<file path="config.mk">
export PLATFORM = sky130hd
export DESIGN_NAME = int_to_decimal_ascii_flat
export DESIGN_NICKNAME = d
export VERILOG_FILES = /design/src/hw/rtl/itda_pkg.sv /design/src/hw/rtl/itda_if.sv /design/src/hw/rtl/itda_bcd_conv.sv /design/src/hw/rtl/int_to_decimal_ascii.sv /design/src/flat_wrapper.sv
export SDC_FILE = /design/constraint.sdc
export NUM_CORES = 1
export LEC_CHECK = 0
export BUFFER_PORTS_ARGS = -buffer_cell sky130_fd_sc_hd__buf_4
export CORE_ASPECT_RATIO = 1.4
export CORE_MARGIN = 1
export CORE_UTILIZATION = 55
export CTS_CLUSTER_SIZE = 16
export DETAILED_ROUTE_END_ITERATION = 6
export PLACE_DENSITY = 0.78
export SLEW_MARGIN = 40
export SYNTH_ARGS = -nofsm -noshare
export SYNTH_HDL_FRONTEND = slang
export SYNTH_SLANG_ARGS = --single-unit
</file>
<file path="constraint.sdc">
create_clock -name clk_i -period 3.3 [get_ports clk_i]
set_input_delay 0.165 -clock clk_i [delete_from_list [all_inputs] [get_ports clk_i]]
set_output_delay 0.165 -clock clk_i [all_outputs]
set_load 0.02 [all_outputs]
</file>
<file path="src/hw/rtl/itda_pkg.sv">
// ----------------------------------------------------------------------------
// itda_pkg
// constants, types and helper functions of the decimal text converter
// ----------------------------------------------------------------------------
package itda_pkg;

  localparam int unsigned ValueWidthDefault = 32;
  localparam int unsigned CharWidth         = 6;
  localparam int unsigned DigitWidth        = 4;
  localparam longint unsigned Radix         = 10;

  localparam logic [CharWidth-1:0] CharZero  = 6'd48;
  localparam logic [CharWidth-1:0] CharNine  = 6'd57;
  localparam logic [CharWidth-1:0] CharMinus = 6'd45;

  // number of decimal digits of the largest magnitude, 2^(width-1)
  function automatic int unsigned max_digits(int unsigned width);
    longint unsigned v;
    int unsigned     n;
    v = 64'd1 << (width - 1);
    n = 0;
    while (v != 0) begin
      v = v / Radix;
      n = n + 1;
    end
    return n;
  endfunction

  typedef struct packed {
    logic busy;
    logic done;
  } itda_conv_status_t;

endpackage

</file>
<file path="src/hw/rtl/itda_if.sv">
// ----------------------------------------------------------------------------
// itda_if
// valid/ready channels of the decimal text converter
// ----------------------------------------------------------------------------
interface itda_in_if #(
  parameter int unsigned VALUE_WIDTH = itda_pkg::ValueWidthDefault
);
  logic                   valid;
  logic                   ready;
  logic [VALUE_WIDTH-1:0] value;

  modport source (output valid, output value, input ready);
  modport sink   (input valid, input value, output ready);
endinterface

interface itda_out_if;
  logic                           valid;
  logic                           ready;
  logic [itda_pkg::CharWidth-1:0] text_char;
  logic                           last_char;

  modport source (output valid, output text_char, output last_char, input ready);
  modport sink   (input valid, input text_char, input last_char, output ready);
endinterface

</file>
<file path="src/hw/rtl/itda_bcd_conv.sv">
// ----------------------------------------------------------------------------
// itda_bcd_conv
// iterative shift-and-add-3 binary to decimal digit converter
// ----------------------------------------------------------------------------
module itda_bcd_conv #(
  parameter int unsigned ValueWidth = itda_pkg::ValueWidthDefault,
  parameter int unsigned NumDigits  = itda_pkg::max_digits(ValueWidth),
  parameter int unsigned IdxWidth   = $clog2(NumDigits)
) (
  input  logic                            clk_i,
  input  logic                            rst_ni,
  input  logic                            start_i,
  input  logic [ValueWidth-1:0]           mag_i,
  input  logic [IdxWidth-1:0]             rd_idx_i,
  output logic [itda_pkg::DigitWidth-1:0] digit_o,
  output itda_pkg::itda_conv_status_t     status_o
);

  localparam int unsigned CntWidth = $clog2(ValueWidth + 1);
  localparam int unsigned DW       = itda_pkg::DigitWidth;

  logic [ValueWidth-1:0] mag_q, mag_d;
  logic [DW-1:0]         digits_q [NumDigits];
  logic [DW-1:0]         digits_d [NumDigits];
  logic [DW-1:0]         adj      [NumDigits];
  logic [CntWidth-1:0]   cnt_q, cnt_d;
  logic                  busy_q, busy_d;
  logic                  done_q, done_d;

  // add-3 correction then shift one bit in
  for (genvar d = 0; d < NumDigits; d++) begin : g_digit
    assign adj[d] = (digits_q[d] >= DW'(5)) ? (digits_q[d] + DW'(3)) : digits_q[d];
    if (d == 0) begin : g_lsd
      assign digits_d[d] = start_i ? '0 : {adj[d][DW-2:0], mag_q[ValueWidth-1]};
    end else begin : g_upper
      assign digits_d[d] = start_i ? '0 : {adj[d][DW-2:0], adj[d-1][DW-1]};
    end
  end

  always_comb begin
    mag_d  = mag_q;
    cnt_d  = cnt_q;
    busy_d = busy_q;
    done_d = 1'b0;
    if (start_i) begin
      mag_d  = mag_i;
      cnt_d  = CntWidth'(ValueWidth);
      busy_d = 1'b1;
    end else if (busy_q) begin
      mag_d = {mag_q[ValueWidth-2:0], 1'b0};
      cnt_d = cnt_q - CntWidth'(1);
      if (cnt_q == CntWidth'(1)) begin
        busy_d = 1'b0;
        done_d = 1'b1;
      end
    end
  end

  always_ff @(posedge clk_i or negedge rst_ni) begin
    if (!rst_ni) begin
      cnt_q  <= '0;
      busy_q <= 1'b0;
      done_q <= 1'b0;
    end else begin
      cnt_q  <= cnt_d;
      busy_q <= busy_d;
      done_q <= done_d;
    end
  end

  always_ff @(posedge clk_i) begin
    mag_q <= mag_d;
    if (start_i || busy_q) begin
      digits_q <= digits_d;
    end
  end

  assign digit_o       = digits_q[rd_idx_i];
  assign status_o.busy = busy_q;
  assign status_o.done = done_q;

endmodule

</file>
<file path="src/hw/rtl/int_to_decimal_ascii.sv">
// ----------------------------------------------------------------------------
// int_to_decimal_ascii
// signed integer to decimal ASCII text, one character per output transaction
// ----------------------------------------------------------------------------
// Each input transaction carries one two's complement VALUE_WIDTH-bit integer.
// The block sends its decimal text most significant character first: '-' for
// a negative value, then the digits without leading zeros, with last_char set
// on the final digit (zero gives a single '0'). The most negative value is
// converted correctly. Each number passes through the shift-and-add-3
// converter, then a search for the leading digit that skips each leading
// zero digit (at most NumDigits-1, NumDigits being 10 at the default width),
// and then one character is sent per cycle while the output is not stalled.
// A new number is taken once the previous one has handed its last character
// to the output register.
// ----------------------------------------------------------------------------
module int_to_decimal_ascii #(
  parameter int unsigned VALUE_WIDTH = itda_pkg::ValueWidthDefault
) (
  input  logic      clk_i,
  input  logic      rst_ni,
  itda_in_if.sink   in_i,
  itda_out_if.source out_o
);

  localparam int unsigned NumDigits = itda_pkg::max_digits(VALUE_WIDTH);
  localparam int unsigned IdxWidth  = $clog2(NumDigits);
  localparam int unsigned CW        = itda_pkg::CharWidth;
  localparam int unsigned DW        = itda_pkg::DigitWidth;

  typedef enum logic [4:0] {
    StIdle = 5'b00001,
    StConv = 5'b00010,
    StSkip = 5'b00100,
    StSign = 5'b01000,
    StEmit = 5'b10000
  } itda_state_e;

  itda_state_e                 state_q, state_d;
  logic                        neg_q, neg_d;
  logic [IdxWidth-1:0]         idx_q, idx_d;
  logic                        out_valid_q, out_valid_d;
  logic [CW-1:0]               out_char_q, out_char_d;
  logic                        out_last_q, out_last_d;
  logic                        in_fire;
  logic                        slot_free;
  logic [VALUE_WIDTH-1:0]      magnitude;
  logic [DW-1:0]               digit;
  itda_pkg::itda_conv_status_t conv_status;

  assign in_i.ready = (state_q == StIdle);
  assign in_fire    = in_i.valid && in_i.ready;
  assign slot_free  = !out_valid_q || out_o.ready;
  assign magnitude  = in_i.value[VALUE_WIDTH-1] ? (~in_i.value + VALUE_WIDTH'(1))
                                                : in_i.value;

  itda_bcd_conv #(
    .ValueWidth(VALUE_WIDTH),
    .NumDigits (NumDigits),
    .IdxWidth  (IdxWidth)
  ) u_conv (
    .clk_i   (clk_i),
    .rst_ni  (rst_ni),
    .start_i (in_fire),
    .mag_i   (magnitude),
    .rd_idx_i(idx_q),
    .digit_o (digit),
    .status_o(conv_status)
  );

  always_comb begin
    state_d     = state_q;
    neg_d       = neg_q;
    idx_d       = idx_q;
    out_valid_d = out_valid_q && !out_o.ready;
    out_char_d  = out_char_q;
    out_last_d  = out_last_q;
    case (state_q)
      StIdle: begin
        if (in_fire) begin
          neg_d   = in_i.value[VALUE_WIDTH-1];
          idx_d   = IdxWidth'(NumDigits - 1);
          state_d = StConv;
        end
      end
      StConv: begin
        if (conv_status.done) begin
          state_d = StSkip;
        end
      end
      StSkip: begin
        if ((digit == '0) && (idx_q != '0)) begin
          idx_d = idx_q - IdxWidth'(1);
        end else begin
          state_d = neg_q ? StSign : StEmit;
        end
      end
      StSign: begin
        if (slot_free) begin
          out_valid_d = 1'b1;
          out_char_d  = itda_pkg::CharMinus;
          out_last_d  = 1'b0;
          state_d     = StEmit;
        end
      end
      StEmit: begin
        if (slot_free) begin
          out_valid_d = 1'b1;
          out_char_d  = itda_pkg::CharZero + CW'(digit);
          out_last_d  = (idx_q == '0);
          if (idx_q == '0) begin
            state_d = StIdle;
          end else begin
            idx_d = idx_q - IdxWidth'(1);
          end
        end
      end
      default: begin
        state_d = StIdle;
      end
    endcase
  end

  always_ff @(posedge clk_i or negedge rst_ni) begin
    if (!rst_ni) begin
      state_q     <= StIdle;
      out_valid_q <= 1'b0;
    end else begin
      state_q     <= state_d;
      out_valid_q <= out_valid_d;
    end
  end

  always_ff @(posedge clk_i) begin
    neg_q      <= neg_d;
    idx_q      <= idx_d;
    out_char_q <= out_char_d;
    out_last_q <= out_last_d;
  end

  assign out_o.valid     = out_valid_q;
  assign out_o.text_char = out_char_q;
  assign out_o.last_char = out_last_q;

endmodule

</file>
<file path="src/flat_wrapper.sv">
// flat-port wrapper written by rule: the top's interface ports become plain ports
module int_to_decimal_ascii_flat 
#(
  parameter int unsigned VALUE_WIDTH = itda_pkg::ValueWidthDefault
)
  (clk_i, rst_ni, in_i_valid, in_i_value, in_i_ready, out_o_valid, out_o_text_char, out_o_last_char, out_o_ready);
  itda_in_if #(.VALUE_WIDTH(VALUE_WIDTH)) in_i_i ();
  itda_out_if out_o_i ();
  input  logic clk_i;
  input  logic rst_ni;
  input wire logic [$bits(in_i_i.valid)-1:0] in_i_valid;
  input wire logic [$bits(in_i_i.value)-1:0] in_i_value;
  output wire logic [$bits(in_i_i.ready)-1:0] in_i_ready;
  output wire logic [$bits(out_o_i.valid)-1:0] out_o_valid;
  output wire logic [$bits(out_o_i.text_char)-1:0] out_o_text_char;
  output wire logic [$bits(out_o_i.last_char)-1:0] out_o_last_char;
  input wire logic [$bits(out_o_i.ready)-1:0] out_o_ready;
  assign in_i_i.valid = in_i_valid;
  assign in_i_i.value = in_i_value;
  assign in_i_ready = in_i_i.ready;
  assign out_o_valid = out_o_i.valid;
  assign out_o_text_char = out_o_i.text_char;
  assign out_o_last_char = out_o_i.last_char;
  assign out_o_i.ready = out_o_ready;
  int_to_decimal_ascii #(.VALUE_WIDTH(VALUE_WIDTH)) u_core (.clk_i(clk_i), .rst_ni(rst_ni), .in_i(in_i_i), .out_o(out_o_i));
endmodule
</file>
==> key figures <==
Global routing
  • Largest net degree at the start of global routing: 73
  • GR Overflow Total: 0
  • First-pass GRT wire length: 18600 um
  • Initial antenna violation count: 0
  • Total Routing Usage GR: 22.2%
  • Vias in the first global route: 4179

Run
  • Max Cap Viol: 0

Timing
  • Setup violators final: 0
  • Setup TNS: 0 ns
  • Fmax: 365 MHz
  • RSZ-0062 raised after global routing: false
  • Hold slack: 0.0788 ns
  • Worst slew margin: 61.4%
  • Clock Skew: 0.00749 ns
  • Tcrit/Tclk final: 83.0%
  • Worst-margin pin slew: 0.575 ns
  • Final hold violation count: 0
  • Max-slew violation count: 0
  • Minimum clock period: 2.74 ns

Critical path
  • Worst path cell trace: buf_4 > nand2b_1 > o22a_1 > a21oi_1 > nor4_1 > nand2_1 > a211oi_1
  • Reg2Reg Depth: 7
  • Crit start category: register
  • CP Launch Point: u_core.idx_q[0]
  • Max stage delay on crit path: 0.63 ns
  • Critical-path top delay cell: edfxtp_1
  • WP data required: 3.29 ns
  • Crit. End Element: register
  • Reg2Reg Setup Slack: 0.56 ns
  • Crit path DAT: 2.73 ns
  • RR Startpoint: u_core.idx_q[0]
  • CP Class: reg -> reg
  • Worst-path fanout max: 10
  • Critical R2R Capture: u_core.idx_q[3]
  • Critical Path Sink: u_core.idx_q[3]

Placement
  • Placed cells: 732
  • PortBufs: 43
  • Post-DP HPWL: 7850 um
  • Routability cong.: 0.863

Pwr
  • Final Total Pwr: 6130 uW
  • Maximum vdd ir drop: 0.436 mV
  • Lkg Pwr: 0.00275 uW
  • Pwr dens: 935 mW/mm2

Clock network
  • Root buffer cell: clkbuf_16
  • Total CTS buffers: 9
  • Clk buf depth: 2
  • Clk slew on worst S/H paths: 0.07 ns
  • CTS Sinks: 97
  • CTS tree: yes
  • Skew-Pair Late Insertion Delay: 0.35 ns
  • H-tree levels: 3

Synthesis
  • Seq/Total Area, Yosys: 49.3%
  • Asr flop ratio synth: 14.4%
  • Net count after synthesis: 634
  • Synthesized area: 0.00576 mm2
  • Avg Cell Area, Syn: 10.0 um2
  • Syn Inst Count: 574
  • EDFF count, synth: 83
  • Post-synthesis register bit count: 97
  • Predominant post-synthesis flop cell: edfxtp_1
  • Yosys warning count: 0
  • Synth cell types: 52

Floorplanning
  • Die W: 88.5 um
  • Die Y: 123 um
  • Die ar.: 0.0109 mm2
  • IO Count: 45
  • Starting density of the core: 57.3%
  • Row Count: 43
  • CORE AREA: 0.0101 mm2

Final layout
  • Layout cell share with drive strength beyond 1: 13.2%
  • Layout Cells excl Fill: 749
  • Commonest non-fill, non-tap cell in the layout: edfxtp_1
  • Commonest non-fill, non-tap cells in the layout: 83 x edfxtp_1, 69 x nand2_1, 66 x nor2_1
  • Area Overhead vs Synth: 13.8%
  • Final antenna diode count: 0
  • Nets@finish: 669

Drt
  • DRT Wirelength: 10900 um
  • Residual DRC: 0
  • Detailed Routing Iterations Pass 1: 4
  • Avg Vias per Cell: 5.56
  • DR iter-0 viols: 200
  • Routed vias: 4162
  • Post-route ant nets: 0
  • Wire per inst: 14.6 um

Outcome
  • Outcome: finished, final reports clean

Min path
  • Hold Crit Depth: 3
  • Worst min path class: in -> reg
power breakdown:
part	switching, uW	total, uW	internal [uW]
logic	1380	2400	1030
clock network	448	1090	646
registers	449	2630	2190
sequential cells by signal, indices dropped and copies added, names as in the netlist, 4 cells and up:
register and count:
u_core.u_conv.cnt_q 6, u_core.u_conv.mag_q 32, u_core.idx_q 4, u_core.u_conv.digits_q 40
u_core.out_o.text_char 5, u_core.state_q 5
layer usage:
metal / wire [um] / global-route usage (%)
met1: 4510 / 25.4
met2: 5820 / 39.6
met3: 296 / 3.07
met4: 307 / 11.7
met5: 0 / 0
Yosys cell counts (all sizes together) (2+ instances only):
library cell	number	area share, %
a311oi	2	0.30
buf	8	0.63
nor3	6	0.52
nand2	70	4.6
and2	3	0.33
o31ai	10	1.3
nand3b	3	0.39
ha	24	5.2
nor2	66	4.3
mux2i	18	3.1
nor2b	3	0.33
edfxtp	83	43
o22ai	3	0.33
clkbuf	18	1.2
xnor2	16	2.4
o21ai	51	4.4
or3	17	2.3
dfrtp	13	5.6
a211oi	10	1.3
a21o	6	0.78
nand3	3	0.26
o22a	6	0.91
a21oi	28	2.4
nand2b	14	1.5
o41ai	5	1.3
nor3b	10	1.3
or4	2	0.33
inv	30	2.0
xor2	30	4.6
repair_timing:
item	CTS	global route
hold buffers	1	0
setup buffers	0	0
gates resized for setup	0	0
setup endpoints to repair	0	0
hold endpoints to repair	14	0
cells by family (layout without fill, tap and decap cells):
family	Yosys count	in the layout	synth area share (%)
muxes	20	20	3.71
buffers and inverters	56	96	3.76
DFF	97	97	49.3
other	1	1	0.0651
adders and majority gates	24	24	5.21
and+or+nand+nor	204	204	17.0
xor gates and xnor gates	46	46	6.99
AOI/OAI and AO/OA	126	126	13.9
worst max-delay path: cells and delay by family (launching register included):
family	cells	cell delay, ns
AO/OA/AOI/OAI	3	0.77
buffers and inverters	1	0.26
flip-flops	1	0.63
AND/OR/NAND/NOR	3	0.70
layout make-up:
type                    count  area, um2
multi-input cells         421       2710
well taps                 135        169
clock inverters             2       13.8
flip-flops and latches     97       2840
clock buffers              14        307
repair buffers             50        403
inverters                  30        113
fillers                   815       3500
metrics by stage:
stage	util (%)	area (um2)	worst slack, ns
floorplan	-	5770	0.582
finish	65.2	6560	0.561
CTS	65.2	6560	0.533
detailed placement	61.9	6230	0.551
global route	65.2	6560	0.321
global placement	61.9	6230	0.570
worst min path at each step:
stage | from | end | slack [ns]
after global placement | rst_ni | u_core.u_conv.cnt_q[1] | 0.02
after floorplan | rst_ni | u_core.out_o.valid | -0.13
final | in_i_valid | u_core.u_conv.cnt_q[5] | 0.08
after CTS | in_i_valid | u_core.u_conv.cnt_q[5] | 0.08
after global routing | in_i_valid | u_core.u_conv.cnt_q[5] | 0.12
after detailed placement | rst_ni | u_core.u_conv.busy_q | 0.02
No activity file was read; power rests on OpenSTA's default activity.
